## src/rtl/free_list_block_allocator_assert.svh

```systemverilog
// ----------------------------------------------------------------------------
// Assertion macros for the free list block allocator
// Concurrent checks clocked on i_clk and disabled while i_rst_n is low.
// ----------------------------------------------------------------------------
`ifndef FREE_LIST_BLOCK_ALLOCATOR_ASSERT_SVH
`define FREE_LIST_BLOCK_ALLOCATOR_ASSERT_SVH

// Same-cycle implication.
`define FLA_ASSERT_IMP(lbl, ante, cons, msg) \
    lbl: assert property (@(posedge i_clk) disable iff (!i_rst_n) (ante) |-> (cons)) \
        else $error(msg);

// Next-cycle implication.
`define FLA_ASSERT_NXT(lbl, ante, cons, msg) \
    lbl: assert property (@(posedge i_clk) disable iff (!i_rst_n) (ante) |=> (cons)) \
        else $error(msg);

`endif

```

## src/rtl/fla_pkg.sv

```systemverilog
// ----------------------------------------------------------------------------
// Free list block allocator package
// Shared widths, codes and types of the allocator.
// ----------------------------------------------------------------------------
package fla_pkg;

    localparam int ARENA_BYTES = 4194304;
    localparam int NODES       = 64;
    localparam int NIDX_W      = $clog2(NODES);
    localparam int LINK_W      = NIDX_W + 1;
    localparam int STEP_W      = $clog2(NODES + 1);
    localparam int ADDR_W      = 22;
    localparam int NEED_W      = 23;
    localparam int BUMP_W      = 23;
    localparam int END_W       = 24;

    localparam logic [LINK_W-1:0] NIL       = '1;
    localparam logic [NEED_W-1:0] NEED_MASK = ~NEED_W'(7);
    localparam logic [ADDR_W-1:0] HDR_BYTES = ADDR_W'(16);
    localparam logic [ADDR_W-1:0] MIN_SPLIT = ADDR_W'(24);

    localparam logic CMD_ALLOC = 1'b0;
    localparam logic CMD_FREE  = 1'b1;

    localparam logic [1:0] MODE_FIRST = 2'd0;
    localparam logic [1:0] MODE_NEXT  = 2'd1;
    localparam logic [1:0] MODE_BEST  = 2'd2;

    localparam logic [1:0] ST_OK      = 2'd0;
    localparam logic [1:0] ST_NOSPACE = 2'd1;
    localparam logic [1:0] ST_UNKNOWN = 2'd2;

    typedef struct packed {
        logic [ADDR_W-1:0] offset;
        logic [ADDR_W-1:0] bytes;
        logic              used;
        logic [LINK_W-1:0] link;
    } t_node;

    typedef struct packed {
        logic fits;
        logic better;
        logic addr_hit;
    } t_fit;

endpackage

```

## src/rtl/fla_fit_unit.sv

```systemverilog
// ----------------------------------------------------------------------------
// Fit and match unit
// Compares one node against the request, the best so far and a payload address.
// ----------------------------------------------------------------------------
module fla_fit_unit (
    input  fla_pkg::t_node               i_node,
    input  logic [fla_pkg::NEED_W-1:0]   i_need,
    input  logic [fla_pkg::ADDR_W-1:0]   i_addr,
    input  logic [fla_pkg::ADDR_W-1:0]   i_best_bytes,
    input  logic                         i_best_vld,
    output fla_pkg::t_fit                o_fit
);
    import fla_pkg::*;

    logic [NEED_W-1:0] payload;

    always_comb begin
        payload        = NEED_W'(i_node.offset) + NEED_W'(HDR_BYTES);
        o_fit.fits     = !i_node.used && (NEED_W'(i_node.bytes) >= i_need);
        // Strictly smaller keeps the earliest block of equal slack.
        o_fit.better   = o_fit.fits && (!i_best_vld || (i_node.bytes < i_best_bytes));
        o_fit.addr_hit = (payload == NEED_W'(i_addr));
    end

endmodule

```

## config.mk

```make
export PLATFORM = sky130hd
export DESIGN_NAME = fla_fit_unit
export DESIGN_NICKNAME = d
export VERILOG_FILES = /design/src/rtl/free_list_block_allocator_assert.svh /design/src/rtl/fla_pkg.sv /design/src/rtl/fla_fit_unit.sv
export SDC_FILE = /design/constraint.sdc
export NUM_CORES = 1
export LEC_CHECK = 0
export ABC_AREA = 1
export BUFFER_PORTS_ARGS = -buffer_cell sky130_fd_sc_hd__buf_2
export CORE_ASPECT_RATIO = 1.75
export CORE_MARGIN = 5
export CORE_UTILIZATION = 35
export DETAILED_ROUTE_END_ITERATION = 6
export GPL_ROUTABILITY_DRIVEN = 0
export MAX_ROUTING_LAYER = met4
export PLACE_DENSITY = 0.68
export SYNTH_ARGS = -nofsm -noshare
export SYNTH_HDL_FRONTEND = slang
export SYNTH_SLANG_ARGS = --single-unit
export TNS_END_PERCENT = 20
```

## constraint.sdc

```tcl
create_clock -name vclk -period 2.67
set_input_delay 0.1335 -clock vclk [all_inputs]
set_output_delay 0.1335 -clock vclk [all_outputs]
set_load 0.01 [all_outputs]
```

Yosys cells after proc, flatten, opt, wreduce, memory -nomap -nowiden

Cells that the tools add are included.

Memories: 0
Bits in registers: 0
Latch bits: 0
Output and inout bits: 3
RAM bits: 0
Bits in read-only memories: 0

Divide/modulo/power cells: 0
Magnitude comparators: 2
Reduce and logical (&&, ||, !) cells: 5
Multiplexer cells: 0
Bitwise logic cells: 0
Eq/ne operators: 1
$add $sub $neg: 1
Multiply operators: 0
Shift-type cells: 0

Operator list:

| operator              | number |
|---|---|
| $add 22x5->23 const B | 1 |
| $eq 23x22->1          | 1 |
| $ge 22x23->1          | 1 |
| $lt 22x22->1          | 1 |
| $logic_and 1x1->1     | 2 |
| $logic_not 1->1       | 2 |
| $logic_or 1x1->1      | 1 |

Depth between registers and ports, before layout

Depth in word-level cells: 3
Mapped depth: 13
Mapped depth without buffers: 13

Worst setup path before layout

OpenSTA, ideal clock, no wires.

Path type: input to output
From: input i_need[21] (netlist bit)
To: output o_fit[1] (netlist bit)
Arrival time: 1.219 ns
Slack: 1.317 ns
Path buffers: 0
Data required time: 2.536 ns
Cell stages on the path: 9
Path through: inv_1 ha_1 nand3b_1 nor2_1 nand4_1 o21a_1 nand3_1 nand2_1 nor2_1

RTL lines:

| element         | line               | source |
|---|---|---|
| start, declared | fla_fit_unit.sv:7  | `input logic [fla_pkg::NEED_W-1:0] i_need,` |
| end, declared   | fla_fit_unit.sv:11 | `output fla_pkg::t_fit o_fit` |

==> impl_metrics.ini <==
[sta]
report.final.slew_viol_count = 0
tightest_slew_ns = 0.300
min_period_over_period_pct = 62.1
slew_headroom_pct = 79.9
max_clock_freq_mhz = 604
final_hold_viol_count = 0
fin_crit_ns = 1.66
fin_tns_setup_ns = 0
setup_viol = 0
rsz0062_at_grt = no

[floorplan]
die_w_um = 66.2
design.core.area_um2 = 5300
die_area_um2 = 7160
io_pins = 123
rows = 35
initial_core_util_pct = 36.5
fp.dieH_um = 108

[worst_setup_path]
worst_ep_required_time_ns = 2.54
crit_chain = buf_2 > ha_1 > nand3_2 > nor2_2 > nand4_1 > nand3b_1 > nand3_1 > nor2_1 > nand3_1 > nor2_1 > buf_2
end_kind = output pin
crit_fanout = 5
critPathTopFamily = simple AND/OR/NAND/NOR gates
critPathMaxStageDelay_ns = 0.24
critPathKind = in -> out
crit_slowest_cell = ha_1
arrival_ns = 1.52
crit_buf_inv = 2
start_kind = primary input

[finish]
design.seq.count = 0
fin_util_pct = 49.2
num_antenna_cells = 0
nClkBuffers = 0
seqCellArea_um2 = 0
syn_to_final_growth_pct = 34.8
drive_gt1_share_pct = 27.8
fin_nets = 616
fin_area_um2 = 2610

[synth]
synth_nets = 498
syn-cell-area_um2 = 1930
syn_area_per_cell_um2 = 5.78
synth_top_area_share_pct = 28.5
ys_seq_area_share_pct = 0
synth_area_leader_cell = ha_1
synth_area_leaders = ha_1 (28%), inv_1 (16%), nand2_1 (15%), a21oi_1 (6.5%), nor2_1 (6.4%)
syn_inst = 334
yosysWarnings = 0
ys_types = 22

[clock_network]
ctsResizeCount = 0
holdBufCountCts = 0
cts_setup_buffers = 0

[flow_run]
max_cap_viol_count = 0

[power]
total_leakage_power_uw = 0.00168
sequentialPowerShare_pct = 0
pwr-share-clk_pct = 0
powerDensity_nw_per_um2 = 134
power.net_switching_uw = 178
power_frac_comb_pct = 100.0
p_int_uw = 170
netSwitchingFraction_pct = 51.2
peakVddDrop_v = 0.0000541

[global_route]
antenna_found_initial = 0
grt_pass1_wl_um = 8680
track_usage_pct = 14.8
overflow = 0
grt_max_degree = 6
grt_pass1_vias = 2247

[placement]
dp_hpwl_um = 5150
place_area_um2 = 2610
io_buffers = 116

[worst_hold_path]
min_to = o_fit[1]
min-delay-start = i_best_vld
hp-class = in -> out
hold_depth = 5

[routing]
wl_um = 5410
dr.pass1.iters = 4
vias = 2341
drcViolationCount = 0
wl_per_cell_um = 10.3
drt_iter0_markers = 58
drtAntennaViolNets = 0
viasPerCell = 4.47

[status]
outcome = finished clean
-- logic make-up (layout without fill, tap and decap cells) --
group	after synthesis	in the layout	synth area share [%]
AOI/OAI and AO/OA	39	39	10.6
xor gates and xnor gates	23	23	11.1
adders and majority gates	44	44	28.5
buffers and inverters	80	196	15.5
and+or+nand+nor	148	148	34.2
-- power groups by stage --
stage	clock network, uW	registers, uW	logic, uW
global route	0	0	403
detailed placement	0	0	351
floorplan	0	0	205
finish	0	0	348
global placement	0	0	344
CTS	0	0	354
-- synth_stat cells, types with 3 or more instances --
master	count
nand3b_1	3
inv_1	80
nand2_1	75
nand3_1	15
nand3_2	3
nand4_1	11
a21oi_1	25
ha_1	44
xnor2_1	13
nor2_1	33
xor2_1	9
o21ai_0	10
-- cells in the final DEF, fill, tap and decap left out, types with 9 or more instances in the layout --
master / Yosys / final
ha_1: 44 / 44
o21ai_0: 10 / 10
nand3_1: 15 / 15
inv_1: 80 / 80
nand4_1: 11 / 11
nor2_1: 33 / 33
a21oi_1: 25 / 25
buf_2: 0 / 116
xor2_1: 9 / 9
nand2_1: 75 / 75
xnor2_1: 13 / 13
-- per-stage QoR --
stage               hold WS, ns  setup slack [ns]  power [uW]  std cells
floorplan                 0.395              1.32         205        334
global placement          0.595             0.988         344        524
detailed placement        0.593             0.984         351        524
CTS                       0.595             0.984         354        524
global route              0.608             0.744         403        524
finish                    0.591              1.01         348        524
-- per-layer routing --
layer | wire length, um | vias up | GRT usage (%)
li1 | - | 1289 | -
met1 | 2160 | 976 | 16.3
met2 | 2890 | 76 | 29.9
met3 | 361 | 0 | 0.624
met4 | 0 | 0 | 0
met5 | 0 | - | -
-- worst min-delay path, stage by stage --
cell and delay (ns):
buf_2 0.08, nand2_1 0.04, inv_1 0.04, nor2_1 0.03, buf_2 0.13
-- layout make-up --
| cell class | count | area (um^2) |
|---|---|---|
| fill | 599 | 2690 |
| inverter | 80 | 300 |
| multi-input combinational | 254 | 1630 |
| tap | 74 | 92.6 |
| timing repair buffer | 116 | 581 |
-- worst max-delay path by stage --
stage / slack (ns) / start / depth (start not counted) / to
after CTS: 0.98 / i_node[34] / 11 / o_fit[0]
after detailed placement: 0.98 / i_node[34] / 11 / o_fit[0]
after global routing: 0.74 / i_node[34] / 11 / o_fit[0]
after global placement: 0.99 / i_node[34] / 11 / o_fit[0]
after floorplan: 1.32 / i_need[21] / 9 / o_fit[1]
final: 1.01 / i_node[34] / 11 / o_fit[0]
(Power assumes the default switching activity.)
