**src/rtl/free_list_block_allocator_assert.svh**
```systemverilog
// ----------------------------------------------------------------------------
// Assertion macros for the free list block allocator
// Concurrent checks clocked on i_clk and disabled while i_rst_n is low.
// ----------------------------------------------------------------------------
`ifndef FREE_LIST_BLOCK_ALLOCATOR_ASSERT_SVH
`define FREE_LIST_BLOCK_ALLOCATOR_ASSERT_SVH

// Same-cycle implication.
`define FLA_ASSERT_IMP(lbl, ante, cons, msg) \
    lbl: assert property (@(posedge i_clk) disable iff (!i_rst_n) (ante) |-> (cons)) \
        else $error(msg);

// Next-cycle implication.
`define FLA_ASSERT_NXT(lbl, ante, cons, msg) \
    lbl: assert property (@(posedge i_clk) disable iff (!i_rst_n) (ante) |=> (cons)) \
        else $error(msg);

`endif

```
**src/rtl/fla_pkg.sv**
```systemverilog
// ----------------------------------------------------------------------------
// Free list block allocator package
// Shared widths, codes and types of the allocator.
// ----------------------------------------------------------------------------
package fla_pkg;

    localparam int ARENA_BYTES = 4194304;
    localparam int NODES       = 64;
    localparam int NIDX_W      = $clog2(NODES);
    localparam int LINK_W      = NIDX_W + 1;
    localparam int STEP_W      = $clog2(NODES + 1);
    localparam int ADDR_W      = 22;
    localparam int NEED_W      = 23;
    localparam int BUMP_W      = 23;
    localparam int END_W       = 24;

    localparam logic [LINK_W-1:0] NIL       = '1;
    localparam logic [NEED_W-1:0] NEED_MASK = ~NEED_W'(7);
    localparam logic [ADDR_W-1:0] HDR_BYTES = ADDR_W'(16);
    localparam logic [ADDR_W-1:0] MIN_SPLIT = ADDR_W'(24);

    localparam logic CMD_ALLOC = 1'b0;
    localparam logic CMD_FREE  = 1'b1;

    localparam logic [1:0] MODE_FIRST = 2'd0;
    localparam logic [1:0] MODE_NEXT  = 2'd1;
    localparam logic [1:0] MODE_BEST  = 2'd2;

    localparam logic [1:0] ST_OK      = 2'd0;
    localparam logic [1:0] ST_NOSPACE = 2'd1;
    localparam logic [1:0] ST_UNKNOWN = 2'd2;

    typedef struct packed {
        logic [ADDR_W-1:0] offset;
        logic [ADDR_W-1:0] bytes;
        logic              used;
        logic [LINK_W-1:0] link;
    } t_node;

    typedef struct packed {
        logic fits;
        logic better;
        logic addr_hit;
    } t_fit;

endpackage

```
**src/rtl/fla_node_ram.sv**
```systemverilog
// ----------------------------------------------------------------------------
// Node table memory
// One write port and one read port with registered read data.
// ----------------------------------------------------------------------------
module fla_node_ram (
    input  logic                         i_clk,
    input  logic                         i_we,
    input  logic [fla_pkg::NIDX_W-1:0]   i_waddr,
    input  fla_pkg::t_node               i_wdata,
    input  logic [fla_pkg::NIDX_W-1:0]   i_raddr,
    output fla_pkg::t_node               o_rdata
);
    import fla_pkg::*;

    t_node r_mem [NODES];
    t_node r_rdata;

    always_ff @(posedge i_clk) begin
        if (i_we) begin
            r_mem[i_waddr] <= i_wdata;
        end
        r_rdata <= r_mem[i_raddr];
    end

    assign o_rdata = r_rdata;

endmodule

```
**config.mk**
```make
export PLATFORM = sky130hd
export DESIGN_NAME = fla_node_ram
export DESIGN_NICKNAME = d
export VERILOG_FILES = /design/src/rtl/free_list_block_allocator_assert.svh /design/src/rtl/fla_pkg.sv /design/src/rtl/fla_node_ram.sv
export SDC_FILE = /design/constraint.sdc
export NUM_CORES = 2
export LEC_CHECK = 0
export ABC_AREA = 1
export ABC_CLOCK_PERIOD_IN_PS = 6700
export BUFFER_PORTS_ARGS = -buffer_cell sky130_fd_sc_hd__buf_2
export CAP_MARGIN = 20
export CELL_PAD_IN_SITES_DETAIL_PLACEMENT = 2
export CELL_PAD_IN_SITES_GLOBAL_PLACEMENT = 2
export CORE_MARGIN = 2
export CORE_UTILIZATION = 35
export CTS_BUF_LIST = sky130_fd_sc_hd__clkbuf_8 sky130_fd_sc_hd__clkbuf_16
export CTS_CLUSTER_DIAMETER = 30
export CTS_CLUSTER_SIZE = 40
export DETAILED_ROUTE_END_ITERATION = 12
export PLACE_DENSITY_LB_ADDON = 0.1
export RECOVER_POWER = 50
export SYNTH_ARGS = -nofsm -noshare
export SYNTH_HDL_FRONTEND = slang
export SYNTH_SLANG_ARGS = --single-unit
```
**constraint.sdc**
```tcl
create_clock -name i_clk -period 6.7 [get_ports i_clk]
set_input_delay 1.005 -clock i_clk [delete_from_list [all_inputs] [get_ports i_clk]]
set_output_delay 1.005 -clock i_clk [all_outputs]
set_load 0.02 [all_outputs]
```
# Word-level counts from Yosys, hierarchy flattened
# Memories as Yosys holds them, arrays and structs flattened. A register that Yosys moved wholly into a read port is not among the register bits.
# Index checks and enable logic that the tools add are counted.
[classes]
mux = 2
[op_table]
columns = ["cell", "n"]
rows = [
  ["1-bit 2-to-1 mux", 2],
]
[word_totals]
regBits = 0
ram_bits = 3328
out_inout_bits = 52
word_cells = 3
mem_count = 1
[mem_list]
columns = ["name", "depth", "word_bits", "read_ports", "rd_clocked_by_memory_dff", "write_ports", "line", "text"]
rows = [
  ["r_mem", 64, 52, 1, 1, 1, "fla_node_ram.sv:15", "t_node r_mem [NODES];"],
]

# Logic depth before layout (Yosys ltp)
[logic_depth]
depth_word = 2
mapped_depth = 13

# Worst setup path before layout
# OpenSTA, ideal clock, no wires.
[synth_path]
path_kind = "in2reg"
startpoint = "in i_we"
endpoint = "mem r_mem[48][0] (netlist bit) (enable)"
arrival_time_ns = 6.513
setup_slack_ns = -0.405
stages = 3
path_cell_list = "clkbuf_1 > nand4_1 > nor4_1"
[synth_between]
elab_chain_len = 2
[synth_lines]
columns = ["element", "line", "text"]
rows = [
  ["from (decl)", "fla_node_ram.sv:7", "input logic i_we,"],
  ["1-bit 2-to-1 mux", "fla_node_ram.sv:19", "if (i_we) begin"],
  ["1-bit 2-to-1 mux (not written as such)", "fla_node_ram.sv:20", "r_mem[i_waddr] <= i_wdata;"],
  ["to (decl)", "fla_node_ram.sv:15", ""],
]
# Every way passes these cells.

# Worst setup path after layout
[layout_path]
startpoint = "in i_waddr[1] (netlist bit)"
endpoint = "mem r_mem[50][22] (netlist bit) (enable)"
[layout_rtl]
columns = ["element", "line", "text"]
rows = [
  ["from (decl)", "fla_node_ram.sv:8", "input logic [fla_pkg::NIDX_W-1:0] i_waddr,"],
]
# Straight into the memory's write port.

==> impl_metrics.env <==
export IMPL_status="finished with violations"
export IMPL_violations="max-capacitance violations, max-slew violations"
export IMPL_cts_root_buf="clkbuf_16"
export IMPL_clockPowerShare_pct=60.0
export IMPL_cp_top_family="buffers and inverters"
export IMPL_worstSetupEndpointType="register"
export IMPL_initial_utilization_pct=35.1
export IMPL_p_sw_share_pct=23.1
export IMPL_wl_um=558000
export IMPL_cts_made_buffers=833
export IMPL_maxCapViolCount=59
export IMPL_fin_skew_ns=0.0609
export IMPL_first_global_vias=105435
export IMPL_port_buffers=117
export IMPL_fin_crit_ns=3.73
export IMPL_critPathKind="in2reg"
export IMPL_clk_pin_slew_worst_paths_ns=0.05
export IMPL_cp_start_kind="primary input"
export IMPL_ys_seq_elements=3380
export IMPL_p_leak_nw=61.4
export IMPL_die_area_um2=389000
export IMPL_cp_arrival_ns=4.41
export IMPL_pin_count=118
export IMPL_final_cell_mix="3658 x nand2_1, 3328 x edfxtp_1, 3092 x nand3_1"
export IMPL_vias=95764
export IMPL_layout_worst_path_cycle_share_pct=55.7
export IMPL_hpwlAfterDp_um=283000
export IMPL_path_cells="clkbuf_1 -> inv_1 -> nor4_1 -> clkbuf_1 -> buf_4"
export IMPL_final_seq_area_um2=101000
export IMPL_grt_pass1_wl_um=786000
export IMPL_required_ns=7.38
export IMPL_ff2ff_setup_slack_ns=5.07
export IMPL_seq_power_share_pct=35.7
export IMPL_core_um2=382000
export IMPL_clock_sinks=3380
export IMPL_whs_ns=0.361
export IMPL_antenna_found_initial=47
export IMPL_switching_power_mw=15.3
export IMPL_pwr_share_comb_pct=4.3
export IMPL_hold_viol=0
export IMPL_area_delta_synth_final_pct=25.8
export IMPL_finalWorstSetupSlack_ns=2.97
export IMPL_fillers=37395
export IMPL_syn_nets=11010
export IMPL_clock_latency_ns=1.08
export IMPL_setup_viol=0
export IMPL_grt_usage_pct=28.2
export IMPL_synth_seq_area_share_pct=75.2
export IMPL_drive_gt1_share_pct=13.6
export IMPL_drt_iter0_drc=8027
export IMPL_dp_slack_ns=2.41
export IMPL_cts_tree="yes"
export IMPL_place_gp_congestion=0.775
export IMPL_min_path_type="in2reg"
export IMPL_slowest_delay_ns=1.34
export IMPL_grt_max_degree=173
export IMPL_power_density_nw_per_um2=393
export IMPL_yosysWarnings=0
export IMPL_worstPathMaxFanout=17
export IMPL_fmax_mhz=268
export IMPL_worst_slew_pin_slew_ns=3.68
export IMPL_fp_dieH_um=623
export IMPL_rsz0062_at_grt="no"
export IMPL_p_int_mw=51.0
export IMPL_globalRoute_totalOverflow=0
export IMPL_drcViolationCount=0
export IMPL_drtAntennaViolNets=0
export IMPL_row_count=227
export IMPL_cp_buffers_inverters=4
export IMPL_postCtsSetupBuffers=0
export IMPL_nets=11532
export IMPL_cts_resized=0
export IMPL_syn_avg_cell_area_um2=12.3
export IMPL_power_mw=66.3
export IMPL_slowest_stage="clkbuf_1"
export IMPL_relSlewSlack_pct=-145
export IMPL_ys_types=16
export IMPL_die_x_um=623
export IMPL_irDropWorstVdd_mv=0.285
export IMPL_via_per_inst=5.55
export IMPL_routedWlPerCell_um=32.3
export IMPL_drt_pass1_iterations=5
export IMPL_slew_viol_final=3174
export IMPL_final_common_cell="nand2_1"
export IMPL_final_core_util_pct=44.2
export IMPL_clock_path_buffers=4
export IMPL_cts_max_level=6
export IMPL_multi_input_area_um2=29900
export IMPL_cts_hold_buffers=0
export IMPL_syn_cell_area_um2=134000
export IMPL_synthCells=10944
export IMPL_crit_top_cell="clkbuf_1"
==> final timing paths <==
path / startpoint / endpoint / cells past startpoint
worst max-delay path: i_waddr[1] / r_mem[50][22]$_DFFE_PP_ / 5
worst min-delay path: i_wdata[15] / r_mem[55][15]$_DFFE_PP_ / 1
worst max register to register: r_mem[51][23]$_DFFE_PP_ / o_rdata[23]$_DFF_P_ / 8
worst min register to register: r_mem[20][23]$_DFFE_PP_ / o_rdata[23]$_DFF_P_ / 8
==> cells in the mapped netlist <==
cell type     n  area, µm²
inv_1         7       26.3
inv_4         1       6.26
inv_2         3       11.3
buf_1        48        180
clkbuf_1    144        541
nand4_1       9       56.3
nand3_1    3092      15500
nor4_1        8       50.1
buf_6        11        124
nor2_1       56        210
dfxtp_1      52       1040
edfxtp_1   3328      99900
nand2_1    3658      13700
buf_2       427       2140
buf_4        99        743
clkinv_1      1       3.75
==> final cells by class <==
cell class	instances	share of cell area, %
sequential	3380	59.8
antenna	25	0.0370
clock inverter	679	3.91
tap	5038	3.73
inverter	12	0.0570
multi-input combinational	6823	17.7
clock buffer	878	12.7
timing repair buffer	416	2.02
==> per-stage QoR <==
stage	TNS [ns]	instance area, µm²	std cells
floorplan	-168.43	134000	10944
global placement	0	141000	15646
detailed placement	0	141000	15656
CTS	0	169000	17213
global route	0	169000	17241
finish	0	169000	17251
==> power groups by stage <==
stage | Sequential, mW | Combinational (mW) | Clock (mW)
after global placement | 24.0 | 2.79 | 0
after CTS | 23.6 | 2.93 | 40.3
after floorplan | 24.0 | 1.44 | 0
after global routing | 23.6 | 3.11 | 41.4
after detailed placement | 24.0 | 2.89 | 0
final | 23.7 | 2.88 | 39.8
==> per-layer routing <==
metal	track usage, %	vias up	wire length, µm
li1	-	40513	-
met1	36.6	51473	237000
met2	48.5	2790	278000
met3	3.30	986	23600
met4	10.1	2	19300
met5	0	-	13
==> sequential cells by signal, indices dropped and copies added (netlist names) <==
| name | count |
|---|---|
| r_mem | 3328 |
| o_rdata | 52 |
==> logic make-up (layout without fill, tap and decap cells) <==
| kind of cell | Yosys count | count (layout) | synth area share [%] |
|---|---|---|---|
| buffers and inverters | 741 | 1985 | 2.81 |
| AND/OR/NAND/NOR | 6823 | 6823 | 22.0 |
| other | 0 | 25 | 0 |
| flip-flops | 3380 | 3380 | 75.2 |
(Power assumes the default switching activity.)
